$ cat src/rtl/core/kdsm_pkg.sv
// ----------------------------------------------------------------------------
// kdsm_pkg
// Shared types and constants for the kd split chooser.
// ----------------------------------------------------------------------------
package kdsm_pkg;

    localparam int CoordW = 32;
    localparam int LenW   = 31;
    localparam int M2W    = 32;
    localparam int SqInW  = 2 * M2W - 16;   // metric_len2 << 16
    localparam int RootW  = SqInW / 2;      // 24-bit metric length
    localparam int SqRemW = RootW + 2;
    localparam int LimW   = 2 * LenW;       // MR * edge
    localparam int QuoW   = LenW;           // quotient fits when len >= 2*MR
    localparam int LoW    = CoordW + 1 + RootW + 1;
    localparam int HiW    = CoordW + 2 + RootW + 1;
    localparam int InW    = 384;
    localparam int OutW   = 40;

    typedef enum logic [1:0] {
        AXIS_X = 2'd0,
        AXIS_Y = 2'd1,
        AXIS_Z = 2'd2
    } axis_t;

    typedef enum logic [2:0] {
        CASE_HALF   = 3'd0,
        CASE_LOW    = 3'd1,
        CASE_HIGH   = 3'd2,
        CASE_AFTER  = 3'd3,
        CASE_BEFORE = 3'd4
    } split_case_t;

    typedef struct packed {
        axis_t                     axis;
        logic signed [CoordW-1:0]  d0;
        logic [LenW-1:0]           d10;
        logic signed [CoordW-1:0]  dp;
        logic                      too_small;
        logic [LimW-1:0]           lim;
        logic [SqInW-1:0]          sq_v;
        logic [SqRemW-1:0]         sq_rem;
        logic [RootW-1:0]          len;
        logic signed [LoW-1:0]     p_lo;
        logic signed [HiW-1:0]     p_hi;
        logic [RootW-1:0]          dv_rem;
        logic [QuoW-1:0]           dv_dd;
        logic [QuoW-1:0]           quo;
    } item_t;

endpackage

$ cat src/rtl/core/kdsm_div_cell.sv
// ----------------------------------------------------------------------------
// kdsm_div_cell
// One quotient bit of the restoring divide MR*edge / len.
// ----------------------------------------------------------------------------
module kdsm_div_cell
(
    input  logic           clk,
    input  logic           rst_n,
    input  logic           en,
    input  logic           in_valid,
    input  kdsm_pkg::item_t in_item,
    output logic           out_valid,
    output kdsm_pkg::item_t out_item
);
    import kdsm_pkg::*;

    logic            valid_reg;
    item_t           item_reg;
    item_t           item_next;
    logic [RootW:0]  t;
    logic            ge;

    always_comb
    begin
        item_next = in_item;
        t         = {in_item.dv_rem, in_item.dv_dd[QuoW-1]};
        ge        = (t >= {1'b0, in_item.len});
        item_next.dv_rem = ge ? RootW'(t - {1'b0, in_item.len}) : t[RootW-1:0];
        item_next.dv_dd  = {in_item.dv_dd[QuoW-2:0], 1'b0};
        item_next.quo    = {in_item.quo[QuoW-2:0], ge};
    end

    always_ff @(posedge clk or negedge rst_n)
    begin
        if (!rst_n)
            valid_reg <= 1'b0;
        else if (en)
            valid_reg <= in_valid;
    end

    always_ff @(posedge clk)
    begin
        if (en)
            item_reg <= item_next;
    end

    assign out_valid = valid_reg;
    assign out_item  = item_reg;

endmodule
$ cat config.mk
export PLATFORM = sky130hd
export DESIGN_NAME = kdsm_div_cell
export DESIGN_NICKNAME = d
export VERILOG_FILES = /design/src/rtl/core/kdsm_pkg.sv /design/src/rtl/core/kdsm_div_cell.sv
export SDC_FILE = /design/constraint.sdc
export NUM_CORES = 1
export LEC_CHECK = 0
export BUFFER_PORTS_ARGS = -buffer_cell sky130_fd_sc_hd__buf_2
export CORE_AREA = 2 2 359 361
export CTS_BUF_LIST = sky130_fd_sc_hd__clkbuf_4
export DETAILED_ROUTE_END_ITERATION = 10
export DIE_AREA = 0 0 361 363
export PLACE_DENSITY = 0.37
export SYNTH_ARGS = -nofsm -noshare
export SYNTH_HDL_FRONTEND = slang
export SYNTH_SLANG_ARGS = --single-unit
export TNS_END_PERCENT = 30
$ cat constraint.sdc
create_clock -name clk -period 1.1 [get_ports clk]
set_input_delay 0.11 -clock clk [delete_from_list [all_inputs] [get_ports clk]]
set_output_delay 0.11 -clock clk [all_outputs]
set_load 0.01 [all_outputs]
==> results of run 1 <==
[through the flow]
step | setup WS, ns | hold WS (ns) | util, % | instance area, um^2 | TNS (ns)
after floorplan | -1.46 | -0.186 | - | 15600 | -34.71
after global placement | -1.91 | -0.111 | 18.3 | 23300 | -53.16
after detailed placement | -1.91 | -0.108 | 18.3 | 23300 | -53.36
[logic make-up after synthesis]
logic type               count (synthesis)  share of synthesized area [%]
flip-flops                             461                           89.0
AO/OA/AOI/OAI                           68                           3.25
AND/OR/NAND/NOR                         50                           1.64
buffers and inverters                   38                           1.07
adder cells (fa/ha/maj)                 25                           2.06
multiplexers                            25                           1.91
XOR/XNOR                                19                           1.07
other                                    1                         0.0241
==> flow_summary.ini, run 1 <==
[outcome]
outcome = did not finish
stop_stage = clock tree synthesis
error = [ERROR RSZ-0060] Max buffer count reached.

[cts]
postCtsSetupRepairBufs = 0
clock-sinks = 461
clk_path_buf_depth = 3
cts_max_level = 4
cts-resized-gates = 176
cts_buffers = 136
cts_hold_buf = 728
clk_root_buffer_cell = clkbuf_4

[synth]
synth_enable_flop_cells = 460
synthTopCellsByCount = 460 x edfxtp_1, 31 x inv_1, 24 x ha_1
ys_ff_latch = 461
yosysTopAreaCellShare_pct = 88.8
syn-num-nets = 1177
ys_top_cells_by_area = edfxtp_1 89%, ha_1 1.9%, mux2_1 0.80%
async_flop_share_pct = 0.217
syn-mean-instance-area_um2 = 22.6
synth_area_um2 = 15600
ys_warn_count = 0
yosysMostFrequentCell = edfxtp_1
yosysSeqAreaShare_pct = 89.0
synth_ff_type = edfxtp_1
syn_inst = 687
yosys.area.top_type = edfxtp_1
ys_types = 53

[floorplan]
floorplan.initialDensity_pct = 12.2
die_width_um = 361
die_h_um = 363
io_pins = 927
row_count = 131

[placement]
gp_congestion = 0.839
dp_cells = 3393
portBuffers = 924
hpwl_mm = 63.0
==> run 2: changes to the inputs <==
- CORE_AREA: 2 2 359 361 -> 2 2 360 362
- CTS_BUF_LIST: sky130_fd_sc_hd__clkbuf_4 -> default
- DIE_AREA: 0 0 361 363 -> 0 0 362 364
- PLACE_DENSITY: 0.37 -> default
- PLACE_DENSITY_LB_ADDON: default -> 0.15
==> run 2 against run 1 <==
The flow now finishes, with violations (hold timing, setup timing). Synthesized cell count is the same. Synthesized area is the same.
==> flow_summary.ini, run 2 <==
[timing]
setup_slack_ns = -1.05
finClkSkew_ns = 0
hold_viol = 2
fin_crit_sh_pct = 196
setup_viol_count_final = 486
maxSlewViolCount = 0
finalCriticalPeriod_ns = 2.15
rsz0062_at_grt = true
hold_slack_ns = -0.283
max_freq_mhz = 464

[cts]
clock-sinks = 461
cts_hold_buf = 462
cts_buffers = 58
clkTransAtPathRegs_ns = 0.06
clk_root_buffer_cell = clkbuf_16
cts_tree = yes
clkLatencyLatePin_ns = 0.64
clk_path_buf_depth = 3
cts_max_level = 2

[layout]
multi_input_area_um2 = 1710
final_core_util_pct = 24.0
drive_gt1_share_pct = 51.1
largest_reg_flops = 460
mostFrequentLayoutCell = buf_2
finalNetCount = 2747
final_cell_mix = 827 x buf_2, 462 x dlygate4sd3_1, 460 x edfxtp_1, 111 x buf_4, 99 x buf_6
fillers = 13700
final-seq-area_um2 = 13800
syn_to_final_growth_pct = 97.9

[outcome]
outcome = finished, violations left
violations = hold timing, setup timing

[synth]
ys_types = 53
synth-simple-area-share_pct = 1.64
synth_area_um2 = 15600
ys_warn_count = 0
synth_top_family_by_area = compound AO/OA/AOI/OAI gates
synthTopCellsByCount = 460 x edfxtp_1, 31 x inv_1, 24 x ha_1
syn-num-nets = 1177
ys_ff_latch = 461
yosysSeqAreaShare_pct = 89.0
yosysTopAreaCellShare_pct = 88.8
synth_ff_type = edfxtp_1
syn-mean-instance-area_um2 = 22.6
yosys.area.top_type = edfxtp_1
synth-xor-area-share_pct = 1.07
syn_inst = 687
yosysMostFrequentCell = edfxtp_1
synth_enable_flop_cells = 460
ys_top_cells_by_area = edfxtp_1 89%, ha_1 1.9%, mux2_1 0.80%
synth.area.mux_share_pct = 1.91
synthAdderAreaFrac_pct = 2.06
synth_compound_area_share_pct = 3.25
async_flop_share_pct = 0.217

[setup_path]
required_ns = 1.48
worst-path-max-fanout = 5
start_kind = primary input
crit_family = compound AO/OA/AOI/OAI gates
path_class = primary input to flop
crit_top_cell = buf_12
cp.arrival_ns = 2.53
cp_cell_sequence = buf_12 -> inv_12 -> ha_4 -> nor2b_4 -> o31a_1 -> o31ai_4 -> a31oi_4 -> or2_4 -> a311oi_4 -> buf_6 -> buf_12 -> mux2_4
critical_path_buf_inv_count = 4
critPathCaptureType = flop
cp_slowest_cell = o31ai_4
max_stage_delay_ns = 0.34

[floorplan]
floorplan.initialDensity_pct = 12.1
die_width_um = 362
die_h_um = 364
row_count = 132
fp.dieArea_um2 = 132000
io_pins = 927
core-area_um2 = 128000

[global_route]
grt_pass1_vias = 14000
antenna_found_initial = 11
grt_pass1_wl_mm = 97.1
gr-total-overflow = 0
grt_max_degree = 41
grt.total_usage_pct = 10.3

[routing]
first_pass_iters = 4
via_count = 12600
first_iter_violations = 532
routedWlPerCell_um = 18.0
avgViaCountPerCell = 3.17
wirelength_mm = 71.8
ant_nets = 0
drc_errors = 0

[min_path]
hp-class = primary input to flop

[placement]
gp_congestion = 0.777
hpwl_mm = 56.7
portBuffers = 924

[pwr]
power_leakage_nw = 12.8
powerDensity_nw_per_um2 = 1560
irDropWorstVdd_mv = 1.07

[job]
max-cap-violations = 0
[run 2: cell type report]
type / count / area share [%]
flip-flops and latches: 461 / 45.0
clock inverters: 42 / 1.28
inverters: 31 / 0.419
multi-input cells: 188 / 5.54
diodes: 6 / 0.0488
clock buffers: 68 / 4.91
repair buffers: 1517 / 36.0
well taps: 1675 / 6.81
[run 2: worst paths after layout]
kind / start / endpoint / slack [ns] / cells past startpoint
max in group asynchronous: rst_n / out_valid$_DFFE_PN0P_ / 0.70 / 3
hold reg to reg: out_valid$_DFFE_PN0P_ / out_valid$_DFFE_PN0P_ / 0.52 / 1
setup / recovery: in_item[204] / out_item[70]$_DFFE_PP_ / -1.05 / 12
min in group asynchronous: rst_n / out_valid$_DFFE_PN0P_ / 0.30 / 3
hold / removal: in_item[203] / out_item[203]$_DFFE_PP_ / -0.28 / 1
setup reg to reg: out_valid$_DFFE_PN0P_ / out_valid$_DFFE_PN0P_ / 0.35 / 1
[run 2: timing repair]
action | 4_1_cts | 5_1_grt
pin swaps | 7 | 4
setup endpoints to repair | 486 | 498
gates resized for setup | 177 | 38
endpoints found under the hold margin | 543 | 2
setup buffers | 5 | 4
cloned | 2 | 0
[run 2: layer usage]
metal  global-route usage (%)  up-vias  part of all wire (%)
met5                    0.145        -                 0.096
met4                     3.82       10                   3.4
met3                     3.95       97                   8.7
met2                     18.4      494                    51
met1                     10.8     6152                    37
li1                         -     5887                     -
[run 2: report_power, final]
| group | internal [mW] | switching (mW) | total, mW |
|---|---|---|---|
| sequential | 21.0 | 0.519 | 21.5 |
| clock | 11.0 | 7.88 | 18.9 |
| combinational | 4.05 | 3.52 | 7.57 |
[run 2: kinds of logic after synthesis]
family          count (synthesis)
xor+xnor                       19
fa+ha+maj                      25
simple gates                   50
mux                            25
flops                         461
buf+inv                        38
other cells                     1
compound gates                 68
[run 2: per-stage QoR]
stage               total power, mW  worst slack, ns  std cells  TNS [ns]  area (um^2)
floorplan                      23.5            -1.46        687    -34.71        15600
global placement               27.6            -2.05       3402    -47.28        23400
detailed placement             27.6            -2.02       3402    -48.49        23400
CTS                            49.0            -1.02       3980   -140.48        30600
global route                   50.3            -1.09       3986   -140.68        30800
finish                         48.0            -1.05       3988   -102.03        30800
No activity file was read; power rests on OpenSTA's default activity.
==> run 3: changes to the inputs <==
- RECOVER_POWER: default -> 25
==> run 3 against run 2 <==
The flow still finishes with violations (hold timing, setup timing). Sequential cell count is the same. Combinational power is essentially flat. Highest routed layer unchanged. Total power is essentially flat. Sequential power is essentially flat. Maximum frequency is essentially flat. Non-clock buffer count is the same. Critical path depth is the same. Largest cell class unchanged. Via count is essentially flat.
==> flow_summary.ini, run 3 (synthesis gave the netlist of run 2 again) <==
[outcome]
outcome = finished, violations left
violations = hold timing, setup timing

[layout]
final_cell_mix = 821 x buf_2, 462 x dlygate4sd3_1, 460 x edfxtp_1, 111 x buf_4, 99 x buf_6
mostFrequentLayoutCell = buf_2
fillers = 13700
drive_gt1_share_pct = 50.8
largest_reg_flops = 460
syn_to_final_growth_pct = 97.8
final_cell_area_um2 = 30800
finalNetCount = 2747

[routing]
routedWlPerCell_um = 18.0
ant_nets = 0
drc_errors = 0
via_count = 12600
first_iter_violations = 528
avgViaCountPerCell = 3.17
first_pass_iters = 4
wirelength_mm = 71.8

[setup_path]
start_kind = primary input
worst-path-max-fanout = 5
critical_path_buf_inv_count = 4
path_class = primary input to flop
critPathCaptureType = flop
cp.arrival_ns = 2.53
cp_slowest_cell = o31ai_4
crit_family = compound AO/OA/AOI/OAI gates
cp_cell_sequence = buf_12 -> inv_12 -> ha_4 -> nor2b_4 -> o31a_1 -> o31ai_4 -> a31oi_4 -> or2_4 -> a311oi_4 -> buf_6 -> buf_12 -> mux2_4
required_ns = 1.48
crit_top_cell = buf_12
max_stage_delay_ns = 0.34

[placement]
placed_area_um2 = 23400
post-place-ws_ns = -2.02
portBuffers = 924
hpwl_mm = 56.7
gp_congestion = 0.777

[floorplan]
die_width_um = 362
die_h_um = 364
floorplan.initialDensity_pct = 12.1
fp.dieArea_um2 = 132000
core-area_um2 = 128000
io_pins = 927
row_count = 132

[cts]
cts_tree = yes
clk_root_buffer_cell = clkbuf_16
cts_hold_buf = 462
clkLatencyLatePin_ns = 0.64
clk_path_buf_depth = 3
clkTransAtPathRegs_ns = 0.06
cts_max_level = 2
cts_buffers = 58
clock-sinks = 461

[timing]
maxSlewViolCount = 0
fin_crit_sh_pct = 196
hold_slack_ns = -0.282
max_freq_mhz = 464
setup_viol_count_final = 486
rsz0062_at_grt = true
hold_viol = 2
setup_slack_ns = -1.05
finalCriticalPeriod_ns = 2.15
finClkSkew_ns = 0

[global_route]
globalRouteMet3Util_pct = 3.95
grt.total_usage_pct = 10.3
use_met1_pct = 10.8
gr-usage-met2_pct = 18.4
grt_pass1_vias = 14000
grt_max_degree = 41
gr-total-overflow = 0
grt_pass1_wl_mm = 97.1
antenna_found_initial = 11
top_usage_layer = met2

[pwr]
irDropWorstVdd_mv = 1.07
powerDensity_nw_per_um2 = 1560
power_leakage_nw = 12.8

[min_path]
hp-class = primary input to flop

[job]
max-cap-violations = 0
run 3: what timing repair did:
item,4_1_cts,5_1_grt
gates cloned,2,0
setup buffers,5,4
endpoints found under the setup margin,486,498
gates resized for setup,177,38
pin swaps,7,4
hold endpoints to repair,543,2
run 3: worst paths after layout:
check                                           start                      end  slack [ns]  cells past startpoint
worst max-delay path                     in_item[204]   out_item[70]$_DFFE_PP_       -1.05                     12
min in group asynchronous                       rst_n    out_valid$_DFFE_PN0P_        0.30                      3
worst min-delay path                     in_item[203]  out_item[203]$_DFFE_PP_       -0.28                      1
worst min register to register  out_valid$_DFFE_PN0P_    out_valid$_DFFE_PN0P_        0.52                      1
max in group asynchronous                       rst_n    out_valid$_DFFE_PN0P_        0.70                      3
worst max register to register  out_valid$_DFFE_PN0P_    out_valid$_DFFE_PN0P_        0.35                      1
run 3: per-layer routing:
metal / vias up / part of all wire [%]
met5: - / 0.096
met4: 10 / 3.3
met3: 97 / 8.7
met2: 499 / 51
met1: 6155 / 36
li1: 5888 / -
run 3: area by class of cell:
cell class                 count  area (um^2)  share of cell area [%]
multi-input combinational    188         1710                    5.54
antenna                        6         15.0                  0.0488
timing repair buffer        1517        11100                    36.0
clock inverter                42          395                    1.29
sequential                   461        13800                    45.0
tap                         1675         2100                    6.81
clock buffer                  68         1510                    4.91
inverter                      31          129                   0.419
run 3: per-stage QoR:
step                      power (mW)  utilization, %  setup TNS, ns  std cells
after floorplan                 23.5               -         -34.71        687
after global placement          27.6            18.2         -47.28       3402
after detailed placement        27.6            18.2         -48.49       3402
after CTS                       49.0            23.8        -140.48       3980
after global routing            50.3            24.0        -140.68       3986
final                           48.0            24.0        -102.01       3988
run 3: report_power, final:
group / switching, mW / internal [mW] / total (mW)
Combinational: 3.52 / 4.05 / 7.57
Sequential: 0.518 / 21.0 / 21.5
Clock: 7.88 / 11.0 / 18.9
