<file path="config.mk">
export PLATFORM = sky130hd
export DESIGN_NAME = kdsm_sqrt_cell
export DESIGN_NICKNAME = d
export VERILOG_FILES = /design/src/rtl/core/kdsm_pkg.sv /design/src/rtl/core/kdsm_sqrt_cell.sv
export SDC_FILE = /design/constraint.sdc
export NUM_CORES = 1
export LEC_CHECK = 0
export BUFFER_PORTS_ARGS = -buffer_cell sky130_fd_sc_hd__buf_2
export CORE_AREA = 4 4 358 360
export CTS_CLUSTER_SIZE = 28
export DETAILED_ROUTE_END_ITERATION = 10
export DIE_AREA = 0 0 362 364
export GPL_ROUTABILITY_DRIVEN = 0
export GPL_TIMING_DRIVEN = 1
export PLACE_DENSITY = 0.3
export SLEW_MARGIN = 30
export SYNTH_ARGS = -nofsm -noshare
export SYNTH_HDL_FRONTEND = slang
export SYNTH_SLANG_ARGS = --single-unit
</file>
<file path="constraint.sdc">
create_clock -name clk -period 0.85 [get_ports clk]
set_input_delay 0.1275 -clock clk [delete_from_list [all_inputs] [get_ports clk]]
set_output_delay 0.1275 -clock clk [all_outputs]
set_load 0.005 [all_outputs]
</file>
<file path="src/rtl/core/kdsm_pkg.sv">
// ----------------------------------------------------------------------------
// kdsm_pkg
// Shared types and constants for the kd split chooser.
// ----------------------------------------------------------------------------
package kdsm_pkg;

    localparam int CoordW = 32;
    localparam int LenW   = 31;
    localparam int M2W    = 32;
    localparam int SqInW  = 2 * M2W - 16;   // metric_len2 << 16
    localparam int RootW  = SqInW / 2;      // 24-bit metric length
    localparam int SqRemW = RootW + 2;
    localparam int LimW   = 2 * LenW;       // MR * edge
    localparam int QuoW   = LenW;           // quotient fits when len >= 2*MR
    localparam int LoW    = CoordW + 1 + RootW + 1;
    localparam int HiW    = CoordW + 2 + RootW + 1;
    localparam int InW    = 384;
    localparam int OutW   = 40;

    typedef enum logic [1:0] {
        AXIS_X = 2'd0,
        AXIS_Y = 2'd1,
        AXIS_Z = 2'd2
    } axis_t;

    typedef enum logic [2:0] {
        CASE_HALF   = 3'd0,
        CASE_LOW    = 3'd1,
        CASE_HIGH   = 3'd2,
        CASE_AFTER  = 3'd3,
        CASE_BEFORE = 3'd4
    } split_case_t;

    typedef struct packed {
        axis_t                     axis;
        logic signed [CoordW-1:0]  d0;
        logic [LenW-1:0]           d10;
        logic signed [CoordW-1:0]  dp;
        logic                      too_small;
        logic [LimW-1:0]           lim;
        logic [SqInW-1:0]          sq_v;
        logic [SqRemW-1:0]         sq_rem;
        logic [RootW-1:0]          len;
        logic signed [LoW-1:0]     p_lo;
        logic signed [HiW-1:0]     p_hi;
        logic [RootW-1:0]          dv_rem;
        logic [QuoW-1:0]           dv_dd;
        logic [QuoW-1:0]           quo;
    } item_t;

endpackage

</file>
<file path="src/rtl/core/kdsm_sqrt_cell.sv">
// ----------------------------------------------------------------------------
// kdsm_sqrt_cell
// One bit of the integer square root of the metric length.
// ----------------------------------------------------------------------------
module kdsm_sqrt_cell
(
    input  logic           clk,
    input  logic           rst_n,
    input  logic           en,
    input  logic           in_valid,
    input  kdsm_pkg::item_t in_item,
    output logic           out_valid,
    output kdsm_pkg::item_t out_item
);
    import kdsm_pkg::*;

    logic                valid_reg;
    item_t               item_reg;
    item_t               item_next;
    logic [SqRemW+1:0]   rem_sh;
    logic [SqRemW+1:0]   trial;
    logic                ge;

    always_comb
    begin
        item_next = in_item;
        rem_sh    = {in_item.sq_rem, in_item.sq_v[SqInW-1 -: 2]};
        trial     = {2'b00, in_item.len, 2'b01};
        ge        = (rem_sh >= trial);
        item_next.sq_rem = ge ? SqRemW'(rem_sh - trial) : SqRemW'(rem_sh);
        item_next.len    = {in_item.len[RootW-2:0], ge};
        item_next.sq_v   = {in_item.sq_v[SqInW-3:0], 2'b00};
    end

    always_ff @(posedge clk or negedge rst_n)
    begin
        if (!rst_n)
            valid_reg <= 1'b0;
        else if (en)
            valid_reg <= in_valid;
    end

    always_ff @(posedge clk)
    begin
        if (en)
            item_reg <= item_next;
    end

    assign out_valid = valid_reg;
    assign out_item  = item_reg;

endmodule

</file>
==> flow_results.xml, run 1 <==
<?xml version="1.0" encoding="UTF-8"?>
<metrics>
  <group name="outcome">
    <metric name="result_of_the_run" unit="">finished, violations left</metric>
    <metric name="failing_checks" unit="">setup timing</metric>
  </group>
  <group name="sta">
    <metric name="relSlewSlack" unit="">0.587</metric>
    <metric name="timing.final.crit_period" unit="ns">2.04</metric>
    <metric name="worst_pin_slew" unit="ns">0.617</metric>
    <metric name="timing_hold_violations_final" unit="">0</metric>
    <metric name="finalClockSkew" unit="ns">0</metric>
    <metric name="finalSetupViolCount" unit="">499</metric>
    <metric name="slew_violations" unit="">0</metric>
    <metric name="clock.fmax" unit="MHz">490</metric>
    <metric name="finalWorstSetupSlack" unit="ns">-1.19</metric>
    <metric name="grt_setup_unrepaired" unit="">yes</metric>
    <metric name="fin_crit_sh" unit="">2.40</metric>
    <metric name="fin_worst_hold_slack" unit="ns">0.0891</metric>
  </group>
  <group name="cells_and_area">
    <metric name="flow.area_growth_from_synthesis" unit="%">96.6</metric>
    <metric name="final_design_area_excluding_fillers" unit="µm²">31100</metric>
    <metric name="final_cell_count_no_fill" unit="">4009</metric>
    <metric name="multiInputGateArea" unit="µm²">2170</metric>
    <metric name="layout.area.seq" unit="µm²">13800</metric>
    <metric name="finish.net_count" unit="">2792</metric>
    <metric name="layout_common_cells" unit="">buf_2 (860), dlygate4sd3_1 (463), edfxtp_1 (459), buf_4 (115), clkbuf_16 (59)</metric>
    <metric name="finalCoreUtilization" unit="">0.248</metric>
    <metric name="fillers" unit="">13207</metric>
    <metric name="layout.cells.most_common" unit="">buf_2</metric>
    <metric name="final_layout_size_suffix_gt1_frac" unit="">0.521</metric>
  </group>
  <group name="hold_path">
    <metric name="timing.hold.worst.start" unit="">en</metric>
    <metric name="hold_path_depth" unit="">3</metric>
    <metric name="worstHoldEndpoint" unit="">out_item[377]</metric>
    <metric name="hold_class" unit="">in2reg</metric>
  </group>
  <group name="drt">
    <metric name="dr_drc_count" unit="">0</metric>
    <metric name="num_vias" unit="">13097</metric>
    <metric name="drt-pass1-iter-count" unit="">5</metric>
    <metric name="avgRoutedWirePerCell" unit="µm">20.5</metric>
    <metric name="routed_via_density" unit="">3.27</metric>
    <metric name="route.antenna.remaining_nets" unit="">0</metric>
    <metric name="routed_wl" unit="µm">82300</metric>
    <metric name="drt_first_iter_violations" unit="">554</metric>
  </group>
  <group name="clock_tree">
    <metric name="clk_root_buffer_cell" unit="">clkbuf_16</metric>
    <metric name="worstSkewPairLatency" unit="ns">0.64</metric>
    <metric name="cts_tree" unit="">built</metric>
    <metric name="path_clk_slew" unit="ns">0.06</metric>
    <metric name="total_cts_buffers" unit="">58</metric>
    <metric name="cts_htree_levels" unit="">2</metric>
    <metric name="cts-root-to-sink-buffers" unit="">3</metric>
    <metric name="clkSinkCount" unit="">460</metric>
  </group>
  <group name="worst_setup_path">
    <metric name="worstRegToRegCells" unit="">1</metric>
    <metric name="setup_crit_end_kind" unit="">register</metric>
    <metric name="timing.reg2reg.setup_slack" unit="ns">0.08</metric>
    <metric name="worst_r2r_endpoint" unit="">out_valid</metric>
    <metric name="regToRegStartpoint" unit="">out_valid</metric>
    <metric name="worst_setup_path_start_kind" unit="">primary input</metric>
    <metric name="critical_path.n_buffers_inverters" unit="">4</metric>
    <metric name="crit_type" unit="">in2reg</metric>
    <metric name="path_delay_family" unit="">compound AO/OA/AOI/OAI gates</metric>
    <metric name="crit_slowest_cell" unit="">a2111oi_4</metric>
    <metric name="worstPathRequired" unit="ns">1.23</metric>
    <metric name="crit_chain" unit="">buf_12, inv_12, ha_4, nor2b_4, o31a_4, a2111oi_4, o31ai_4, a211oi_2, or2_4, buf_12, clkinv_8, mux2_4</metric>
    <metric name="crit_path_max_incr_delay" unit="ns">0.44</metric>
    <metric name="crit_arrival" unit="ns">2.42</metric>
    <metric name="critical-path-top-cell-by-count" unit="">buf_12</metric>
    <metric name="critical_path.max_fanout" unit="">6</metric>
  </group>
  <group name="grt">
    <metric name="grt_first_pass_wirelength" unit="µm">110000</metric>
    <metric name="globalRoute.busiestLayer" unit="">met2</metric>
    <metric name="groute.layer.met1.usage" unit="">0.133</metric>
    <metric name="grt_pass1_vias" unit="">14340</metric>
    <metric name="gr-usage-all-layers" unit="">0.117</metric>
    <metric name="antenna_found_initial" unit="">23</metric>
    <metric name="globalRouteMet3Util" unit="">0.0324</metric>
    <metric name="grt_max_degree" unit="">57</metric>
    <metric name="grt_remaining_overflow" unit="">0</metric>
    <metric name="grt.met2_usage" unit="">0.217</metric>
  </group>
  <group name="synth">
    <metric name="synth_enable_flop_cells" unit="">459</metric>
    <metric name="largest_area_contributor_in_the_netlist" unit="">edfxtp_1</metric>
    <metric name="yosysSeqAreaShare" unit="">0.874</metric>
    <metric name="avgSynthCellArea" unit="µm²">21.6</metric>
    <metric name="synth_top_flop_cell" unit="">edfxtp_1</metric>
    <metric name="post_synth_instance_area" unit="µm²">15800</metric>
    <metric name="ys.warnings.count" unit="">0</metric>
    <metric name="yosysTopAreaCellShare" unit="">0.873</metric>
    <metric name="syn_inst" unit="">731</metric>
    <metric name="synth-async-reset-ratio" unit="">0.00217</metric>
    <metric name="yosys_register_bits" unit="">460</metric>
    <metric name="netlist-cell-type-count" unit="">56</metric>
    <metric name="synth_area_leaders" unit="">edfxtp_1 (87%), ha_1 (2.1%), mux2_4 (1.5%), inv_1 (0.93%), a21oi_1 (0.76%)</metric>
  </group>
  <group name="power_and_ir_drop">
    <metric name="vdd_drop_max" unit="mV">1.39</metric>
    <metric name="combPwrFrac" unit="">0.156</metric>
    <metric name="p_int" unit="mW">47.1</metric>
    <metric name="p_switching" unit="mW">15.6</metric>
    <metric name="p_sw_frac" unit="">0.249</metric>
    <metric name="fraction_of_power_consumed_by_the_clock_network" unit="">0.401</metric>
    <metric name="power-per-cell-area" unit="nW/µm²">2020</metric>
    <metric name="power_leakage" unit="nW">12.9</metric>
    <metric name="seq_power_share" unit="">0.444</metric>
  </group>
  <group name="die">
    <metric name="die-height" unit="µm">364</metric>
    <metric name="io-pin-count" unit="">927</metric>
    <metric name="floorplan.core_area" unit="µm²">125000</metric>
    <metric name="die_area" unit="µm²">132000</metric>
    <metric name="placement_rows" unit="">130</metric>
    <metric name="initial_core_util" unit="">0.126</metric>
    <metric name="dieWidth" unit="µm">362</metric>
  </group>
  <group name="place">
    <metric name="detailed_place_hpwl" unit="µm">65400</metric>
    <metric name="placedInstanceArea" unit="µm²">23700</metric>
    <metric name="dp_cells" unit="">3416</metric>
    <metric name="buffer_ports.inserted" unit="">924</metric>
  </group>
  <group name="run">
    <metric name="drv_cap" unit="">0</metric>
  </group>
</metrics>
[logic make-up after synthesis]
family,count (synthesis),share of synthesized area
AND/OR/NAND/NOR,66,0.0209
other,1,0.000237
XOR/XNOR,20,0.0111
multiplexers,25,0.0214
AO/OA/AOI/OAI,85,0.0379
adder cells (fa/ha/maj),26,0.0206
flip-flops,460,0.874
buffers and inverters,48,0.0135
[cells in the mapped netlist, drive strengths merged, types with 2 or more instances]
cell	count
nor3	5
o21bai	3
ha	26
a2111oi	2
mux2	22
a31oi	2
o31a	2
nand2	17
clkbuf	3
edfxtp	459
mux2i	3
o21a	3
xnor2	11
o31ai	3
o211ai	3
nor2	19
a21o	13
inv	40
nand3	5
or3	4
buf	5
a211oi	4
nand4	4
or2	3
a21oi	24
o21ai	15
o22ai	2
a211o	2
xor2	9
[registers in the layout, indices dropped and copies added (netlist names)]
name       count
out_item     459
out_valid      1
[routing by layer]
layer / routed length (µm) / up-vias
li1: - / 6024
met1: 31700 / 6486
met2: 43500 / 483
met3: 5500 / 90
met4: 1530 / 14
met5: 85 / -
[per-stage QoR]
step | setup TNS [ns] | setup slack [ns] | total power [mW]
after floorplan | -43.52 | -1.72 | 29.9
after global placement | -131.81 | -2.27 | 35.8
after detailed placement | -136.30 | -2.32 | 35.7
after CTS | -271.03 | -1.13 | 64.2
after global routing | -272.30 | -1.22 | 65.8
final | -230.21 | -1.19 | 62.7
[repair_timing]
item                                    CTS  global route
hold buffers                            463             0
resized for setup                       163            21
gates cloned                              2             1
pin swaps                                18            14
endpoints found under the setup margin  487           499
buffers inserted                         12             3
hold endpoints to repair                468             0
[area by class of cell]
class | count | share of cell area
sequential | 460 | 0.445
timing repair buffer | 1514 | 0.348
multi-input combinational | 224 | 0.0697
tap | 1650 | 0.0665
clock buffer | 69 | 0.0487
clock inverter | 39 | 0.0135
inverter | 40 | 0.00616
timing repair inverter | 3 | 0.00185
antenna | 10 | 0.000806
[worst min-delay path, cell delays in order]
cell and delay, ns:
buf_8 0.09, buf_12 0.15, buf_4 0.20
[power groups by stage]
stage          Combinational [mW]  Clock [mW]  Sequential, mW
2_1_floorplan                1.55           0            28.4
3_3_place_gp                 7.53           0            28.3
3_5_place_dp                 7.50           0            28.2
4_1_cts                      9.99        26.4            27.9
5_1_grt                      10.5        27.4            28.0
6_report                     9.76        25.1            27.8
[worst max-delay path by stage]
stage	from	endpoint	slack, ns	cells after the start
3_5_place_dp	in_item[203]	out_item[249]	-2.32	12
3_3_place_gp	in_item[203]	out_item[249]	-2.27	12
2_1_floorplan	in_item[214]	out_item[232]	-1.72	11
4_1_cts	in_item[209]	out_item[239]	-1.13	14
6_report	in_item[203]	out_item[237]	-1.19	12
5_1_grt	in_item[203]	out_item[249]	-1.22	12
Note: power is estimated with default switching activity, not from simulation.
==> run 2, diff against run 1 <==
CELL_PAD_IN_SITES_DETAIL_PLACEMENT = 1   (was unset)
CELL_PAD_IN_SITES_GLOBAL_PLACEMENT = 1   (was unset)
CORE_AREA = 4 4 362 364   (was 4 4 358 360)
DIE_AREA = 0 0 366 368   (was 0 0 362 364)
PLACE_DENSITY = 0.34   (was 0.3)
==> run 2 against run 1 <==
The run still ends with setup timing left. Via count increased by 1.3%. Total power shrank 0.75%. Register-to-register slack about the same. Non-clock buffer count up 24. First-iteration DRC count down 1.4%. Clock skew is the same. Sequential power about the same. Maximum frequency down 5.1%. Highest routed layer unchanged.
==> flow_results.xml, run 2 (synthesis gave the netlist of run 1 again) <==
<?xml version="1.0" encoding="UTF-8"?>
<metrics>
  <group name="die">
    <metric name="die_area" unit="µm²">135000</metric>
    <metric name="floorplan.core_area" unit="µm²">127000</metric>
    <metric name="io-pin-count" unit="">927</metric>
    <metric name="initial_core_util" unit="">0.124</metric>
    <metric name="die-height" unit="µm">368</metric>
    <metric name="dieWidth" unit="µm">366</metric>
    <metric name="placement_rows" unit="">131</metric>
  </group>
  <group name="sta">
    <metric name="fin_tns_setup" unit="ns">-234.76</metric>
    <metric name="finalWorstSetupSlack" unit="ns">-1.30</metric>
    <metric name="timing_hold_violations_final" unit="">0</metric>
    <metric name="clock.fmax" unit="MHz">464</metric>
    <metric name="timing.final.crit_period" unit="ns">2.15</metric>
    <metric name="fin_crit_sh" unit="">2.53</metric>
    <metric name="grt_setup_unrepaired" unit="">yes</metric>
    <metric name="finalClockSkew" unit="ns">0</metric>
    <metric name="fin_worst_hold_slack" unit="ns">0.0281</metric>
    <metric name="finalSetupViolCount" unit="">487</metric>
    <metric name="slew_violations" unit="">0</metric>
  </group>
  <group name="worst_setup_path">
    <metric name="timing.reg2reg.setup_slack" unit="ns">0.09</metric>
    <metric name="regToRegStartpoint" unit="">out_valid</metric>
    <metric name="worstPathRequired" unit="ns">1.25</metric>
    <metric name="setup_crit_end_kind" unit="">register</metric>
    <metric name="crit_arrival" unit="ns">2.55</metric>
    <metric name="crit_type" unit="">in2reg</metric>
    <metric name="crit_path_max_incr_delay" unit="ns">0.51</metric>
    <metric name="crit_slowest_cell" unit="">or4_4</metric>
    <metric name="worst_setup_path_start_kind" unit="">primary input</metric>
    <metric name="critical_path.max_fanout" unit="">8</metric>
    <metric name="crit_chain" unit="">buf_8, clkinvlp_4, ha_4, nand2_4, or4_4, o31ai_4, a211oi_2, or2_4, clkinv_8, buf_12, mux2_4</metric>
    <metric name="worstRegToRegCells" unit="">1</metric>
    <metric name="worst_r2r_endpoint" unit="">out_valid</metric>
  </group>
  <group name="place">
    <metric name="post-place-ws" unit="ns">-2.29</metric>
    <metric name="detailed_place_hpwl" unit="µm">67900</metric>
    <metric name="buffer_ports.inserted" unit="">924</metric>
  </group>
  <group name="power_and_ir_drop">
    <metric name="seq_power_share" unit="">0.446</metric>
    <metric name="p_int" unit="mW">46.5</metric>
    <metric name="p_switching" unit="mW">15.8</metric>
    <metric name="p_sw_frac" unit="">0.253</metric>
    <metric name="power-per-cell-area" unit="nW/µm²">2000</metric>
    <metric name="post-layout-total-power" unit="mW">62.2</metric>
    <metric name="fraction_of_power_consumed_by_the_clock_network" unit="">0.393</metric>
    <metric name="combPwrFrac" unit="">0.161</metric>
    <metric name="vdd_drop_max" unit="mV">1.49</metric>
    <metric name="power_leakage" unit="nW">13.0</metric>
  </group>
  <group name="grt">
    <metric name="grt_remaining_overflow" unit="">0</metric>
    <metric name="grt_first_pass_wirelength" unit="µm">117000</metric>
    <metric name="antenna_found_initial" unit="">28</metric>
    <metric name="grt_max_degree" unit="">52</metric>
    <metric name="grt_pass1_vias" unit="">14952</metric>
    <metric name="gr-usage-all-layers" unit="">0.121</metric>
  </group>
  <group name="hold_path">
    <metric name="worstHoldEndpoint" unit="">out_item[414]</metric>
    <metric name="timing.hold.worst.start" unit="">en</metric>
    <metric name="hold_class" unit="">in2reg</metric>
    <metric name="hold_path_depth" unit="">3</metric>
  </group>
  <group name="clock_tree">
    <metric name="total_cts_buffers" unit="">58</metric>
    <metric name="cts-root-to-sink-buffers" unit="">3</metric>
    <metric name="clk_root_buffer_cell" unit="">clkbuf_16</metric>
    <metric name="cts_htree_levels" unit="">2</metric>
    <metric name="clkSinkCount" unit="">460</metric>
    <metric name="path_clk_slew" unit="ns">0.06</metric>
    <metric name="worstSkewPairLatency" unit="ns">0.66</metric>
    <metric name="cts_tree" unit="">built</metric>
  </group>
  <group name="cells_and_area">
    <metric name="multiInputGateArea" unit="µm²">2140</metric>
    <metric name="fillers" unit="">14152</metric>
    <metric name="final_layout_size_suffix_gt1_frac" unit="">0.523</metric>
    <metric name="finish.net_count" unit="">2813</metric>
    <metric name="flow.area_growth_from_synthesis" unit="%">97.4</metric>
    <metric name="layout.cells.most_common" unit="">buf_2</metric>
    <metric name="layout.area.seq" unit="µm²">13800</metric>
    <metric name="largest_register_ffs" unit="">459</metric>
    <metric name="layout_common_cells" unit="">buf_2 (852), dlygate4sd3_1 (464), edfxtp_1 (459), buf_4 (129), buf_6 (77)</metric>
    <metric name="finalCoreUtilization" unit="">0.245</metric>
  </group>
  <group name="drt">
    <metric name="route.antenna.remaining_nets" unit="">0</metric>
    <metric name="drt_first_iter_violations" unit="">546</metric>
    <metric name="num_vias" unit="">13267</metric>
    <metric name="avgRoutedWirePerCell" unit="µm">21.0</metric>
    <metric name="dr_drc_count" unit="">0</metric>
    <metric name="routed_via_density" unit="">3.28</metric>
    <metric name="routed_wl" unit="µm">85100</metric>
    <metric name="drt-pass1-iter-count" unit="">4</metric>
  </group>
  <group name="run">
    <metric name="drv_cap" unit="">0</metric>
  </group>
  <group name="outcome">
    <metric name="result_of_the_run" unit="">finished, violations left</metric>
    <metric name="failing_checks" unit="">setup timing</metric>
  </group>
</metrics>
## run 2: changes by cell type in the layout (fill, tap and decap cells not counted), sizes merged
cell | previous run | this run
buf | 1051 | 1073
bufinv | 6 | 4
clkinv | 25 | 30
clkinvlp | 6 | 9
dlygate4sd3 | 463 | 464
dlymetal6s4s | 0 | 1
inv | 45 | 38
## run 2: critical path: cells and delay by family
family	cells	cell delay, ns
AOI/OAI and AO/OA	2	0.33
adders and majority gates	1	0.40
and+or+nand+nor	3	0.83
buffers and inverters	4	0.54
muxes	1	0.30
## run 2: what timing repair did
| action | 4_1_cts | 5_1_grt |
|---|---|---|
| hold endpoints to repair | 481 | 3 |
| gates cloned | 1 | 0 |
| pin swaps | 16 | 11 |
| hold buffers | 465 | 1 |
| gates resized for setup | 145 | 56 |
| endpoints found under the setup margin | 487 | 520 |
| buffers inserted | 11 | 5 |
## run 2: worst max-delay path by stage
| stage | start | end | slack (ns) | cells past startpoint |
|---|---|---|---|---|
| 4_1_cts | in_item[216] | out_item[249] | -1.25 | 11 |
| 2_1_floorplan | in_item[214] | out_item[232] | -1.72 | 11 |
| 5_1_grt | in_item[216] | out_item[231] | -1.30 | 11 |
| 3_5_place_dp | in_item[214] | out_item[245] | -2.29 | 12 |
| 6_report | in_item[216] | out_item[233] | -1.30 | 11 |
| 3_3_place_gp | in_item[214] | out_item[245] | -2.33 | 12 |
## run 2: stage by stage
| stage | std cells | area, µm² |
|---|---|---|
| after floorplan | 732 | 16000 |
| after global placement | 3444 | 23800 |
| after detailed placement | 3444 | 23800 |
| after CTS | 4030 | 30900 |
| after global routing | 4038 | 31200 |
| final | 4044 | 31200 |
## run 2: final cells by class
class                   instances  area share
flip-flops and latches        460       0.443
diodes                         10    0.000803
inverters                      40     0.00610
clock inverters                41      0.0122
well taps                    1662      0.0667
multi-input cells             224      0.0687
clock buffers                  69      0.0479
repair buffers               1538       0.355
## run 2: power by group through the flow
stage / sequential, mW / clock, mW / combinational [mW]
global route: 28.0 / 26.6 / 10.8
floorplan: 28.4 / 0 / 1.55
detailed placement: 28.2 / 0 / 7.65
finish: 27.8 / 24.5 / 9.99
global placement: 28.2 / 0 / 7.62
CTS: 27.8 / 25.7 / 10.1
## run 2: metal layers
| metal | global-route usage | vias to the layer above | share of wire |
|---|---|---|---|
| met3 | 0.0433 | 125 | 0.081 |
| met2 | 0.221 | 489 | 0.52 |
| li1 | - | 6078 | - |
| met4 | 0.0391 | 18 | 0.032 |
| met5 | 0 | - | 0.0014 |
| met1 | 0.130 | 6557 | 0.36 |
==> run 3, diff against run 2 <==
clock period = 2.16 ns   (was 0.85 ns; I/O delays follow)
==> run 3 against run 2 <==
The run still ends with setup timing left. Setup slack better by 1.1 ns. Largest power group unchanged. Critical endpoint is now out_item[246]. Non-clock buffer count decreased by 33. Largest cell class unchanged. Total power shrank 60%. Combinational power shrank 63%.
==> flow_results.xml, run 3 (synthesis gave the netlist of run 1 again) <==
<?xml version="1.0" encoding="UTF-8"?>
<metrics>
  <group name="clock_tree">
    <metric name="clk_root_buffer_cell" unit="">clkbuf_16</metric>
    <metric name="cts_tree" unit="">built</metric>
    <metric name="clkSinkCount" unit="">460</metric>
    <metric name="cts_htree_levels" unit="">2</metric>
    <metric name="path_clk_slew" unit="ns">0.06</metric>
    <metric name="total_cts_buffers" unit="">60</metric>
    <metric name="worstSkewPairLatency" unit="ns">0.67</metric>
    <metric name="cts-root-to-sink-buffers" unit="">3</metric>
  </group>
  <group name="drt">
    <metric name="drt-pass1-iter-count" unit="">4</metric>
    <metric name="drt_first_iter_violations" unit="">493</metric>
    <metric name="routed_via_density" unit="">3.30</metric>
    <metric name="num_vias" unit="">13248</metric>
    <metric name="avgRoutedWirePerCell" unit="µm">21.1</metric>
    <metric name="dr_drc_count" unit="">0</metric>
    <metric name="routed_wl" unit="µm">84600</metric>
    <metric name="route.antenna.remaining_nets" unit="">0</metric>
  </group>
  <group name="hold_path">
    <metric name="worstHoldEndpoint" unit="">out_item[250]</metric>
    <metric name="timing.hold.worst.start" unit="">in_item[248]</metric>
    <metric name="hold_class" unit="">in2reg</metric>
    <metric name="hold_path_depth" unit="">3</metric>
  </group>
  <group name="die">
    <metric name="die_area" unit="µm²">135000</metric>
    <metric name="initial_core_util" unit="">0.124</metric>
    <metric name="die-height" unit="µm">368</metric>
    <metric name="floorplan.core_area" unit="µm²">127000</metric>
    <metric name="dieWidth" unit="µm">366</metric>
    <metric name="io-pin-count" unit="">927</metric>
    <metric name="placement_rows" unit="">131</metric>
  </group>
  <group name="power_and_ir_drop">
    <metric name="vdd_drop_max" unit="mV">0.570</metric>
    <metric name="power_leakage" unit="nW">12.8</metric>
    <metric name="power-per-cell-area" unit="nW/µm²">816</metric>
    <metric name="post-layout-total-power" unit="mW">24.9</metric>
  </group>
  <group name="worst_setup_path">
    <metric name="timing.reg2reg.setup_slack" unit="ns">1.42</metric>
    <metric name="critical_path.max_fanout" unit="">4</metric>
    <metric name="worstRegToRegCells" unit="">1</metric>
    <metric name="setup_crit_end_kind" unit="">register</metric>
    <metric name="crit_arrival" unit="ns">2.72</metric>
    <metric name="worst_setup_path_start_kind" unit="">primary input</metric>
    <metric name="worstPathRequired" unit="ns">2.53</metric>
    <metric name="crit_type" unit="">in2reg</metric>
    <metric name="worst_r2r_endpoint" unit="">out_valid</metric>
    <metric name="regToRegStartpoint" unit="">out_valid</metric>
  </group>
  <group name="cells_and_area">
    <metric name="final_design_area_excluding_fillers" unit="µm²">30600</metric>
    <metric name="finalCoreUtilization" unit="">0.240</metric>
    <metric name="layout_common_cells" unit="">buf_2 (916), edfxtp_1 (459), dlygate4sd3_1 (445), buf_4 (121), clkbuf_16 (60)</metric>
    <metric name="final_layout_size_suffix_gt1_frac" unit="">0.522</metric>
    <metric name="final_cell_count_no_fill" unit="">4009</metric>
    <metric name="multiInputGateArea" unit="µm²">2100</metric>
    <metric name="fillers" unit="">14176</metric>
    <metric name="layout.area.seq" unit="µm²">13800</metric>
    <metric name="finish.net_count" unit="">2782</metric>
    <metric name="flow.area_growth_from_synthesis" unit="%">93.5</metric>
    <metric name="largest_register_ffs" unit="">459</metric>
    <metric name="layout.cells.most_common" unit="">buf_2</metric>
  </group>
  <group name="place">
    <metric name="buffer_ports.inserted" unit="">924</metric>
    <metric name="placedInstanceArea" unit="µm²">23700</metric>
    <metric name="post-place-ws" unit="ns">-1.24</metric>
    <metric name="dp_cells" unit="">3434</metric>
    <metric name="detailed_place_hpwl" unit="µm">67400</metric>
  </group>
  <group name="grt">
    <metric name="grt_pass1_vias" unit="">14803</metric>
    <metric name="antenna_found_initial" unit="">27</metric>
    <metric name="grt_first_pass_wirelength" unit="µm">115000</metric>
    <metric name="grt_remaining_overflow" unit="">0</metric>
    <metric name="gr-usage-all-layers" unit="">0.120</metric>
    <metric name="grt_max_degree" unit="">82</metric>
  </group>
  <group name="sta">
    <metric name="fin_tns_setup" unit="ns">-3.10</metric>
    <metric name="fin_crit_sh" unit="">1.09</metric>
    <metric name="clock.fmax" unit="MHz">425</metric>
    <metric name="finalClockSkew" unit="ns">0</metric>
    <metric name="fin_worst_hold_slack" unit="ns">0.0623</metric>
    <metric name="timing_hold_violations_final" unit="">0</metric>
    <metric name="grt_setup_unrepaired" unit="">yes</metric>
    <metric name="slew_violations" unit="">0</metric>
    <metric name="finalSetupViolCount" unit="">23</metric>
    <metric name="finalWorstSetupSlack" unit="ns">-0.192</metric>
    <metric name="timing.final.crit_period" unit="ns">2.35</metric>
  </group>
  <group name="run">
    <metric name="drv_cap" unit="">0</metric>
  </group>
  <group name="outcome">
    <metric name="result_of_the_run" unit="">finished, violations left</metric>
    <metric name="failing_checks" unit="">setup timing</metric>
  </group>
</metrics>
[run 3: cell count changes in the layout (fill, tap and decap cells not counted), sizes merged]
cell	previous run	this run
buf	1073	1060
bufinv	4	8
diode	10	8
inv	38	39
clkbuf	69	65
dlymetal6s4s	1	0
dlygate4sd3	464	445
clkinvlp	9	8
[run 3: timing repair]
action | in CTS | in global routing
hold buffers | 444 | 1
gates resized for setup | 45 | 19
pin swaps | 16 | 5
endpoints found under the hold margin | 444 | 1
gates cloned | 2 | 0
setup endpoints to repair | 27 | 25
setup buffers | 9 | 4
[run 3: cell type report]
cell class | count | area share
clock inverter | 45 | 0.0164
antenna | 8 | 0.000655
multi-input combinational | 224 | 0.0687
timing repair buffer | 1505 | 0.339
clock buffer | 65 | 0.0497
tap | 1662 | 0.0680
sequential | 460 | 0.452
inverter | 40 | 0.00622
[run 3: critical path, stage by stage]
cell	delay, ns
buf_2	0.12
inv_1	0.10
ha_4	0.22
buf_4	0.15
a21oi_1	0.30
o22ai_4	0.15
nor3_1	0.30
buf_4	0.18
o31ai_1	0.08
buf_4	0.17
a21o_1	0.20
xor2_1	0.16
mux2_4	0.26
[run 3: how the worst max path moves through the flow]
| stage | cells past startpoint | slack [ns] | start | to |
|---|---|---|---|---|
| global route | 13 | -0.22 | in_item[203] | out_item[242] |
| detailed placement | 12 | -1.24 | in_item[214] | out_item[245] |
| finish | 13 | -0.19 | in_item[207] | out_item[246] |
| global placement | 12 | -1.26 | in_item[214] | out_item[245] |
| CTS | 11 | -0.17 | in_item[217] | out_item[242] |
| floorplan | 11 | -0.61 | in_item[214] | out_item[232] |
[run 3: routing by layer]
layer  share of wire  up-vias  GRT usage
met5         0.00076        -          0
met2            0.52      527      0.215
li1                -     5998          -
met4           0.041       10     0.0472
met1            0.37     6581      0.130
met3           0.074      132     0.0400
[run 3: where the power goes]
group	switching (mW)	total, mW	internal [mW]	leakage, nW
sequential	0.221	10.9	10.7	4.50
combinational	1.76	3.73	1.98	7.34
clock	4.24	10.3	6.05	0.963
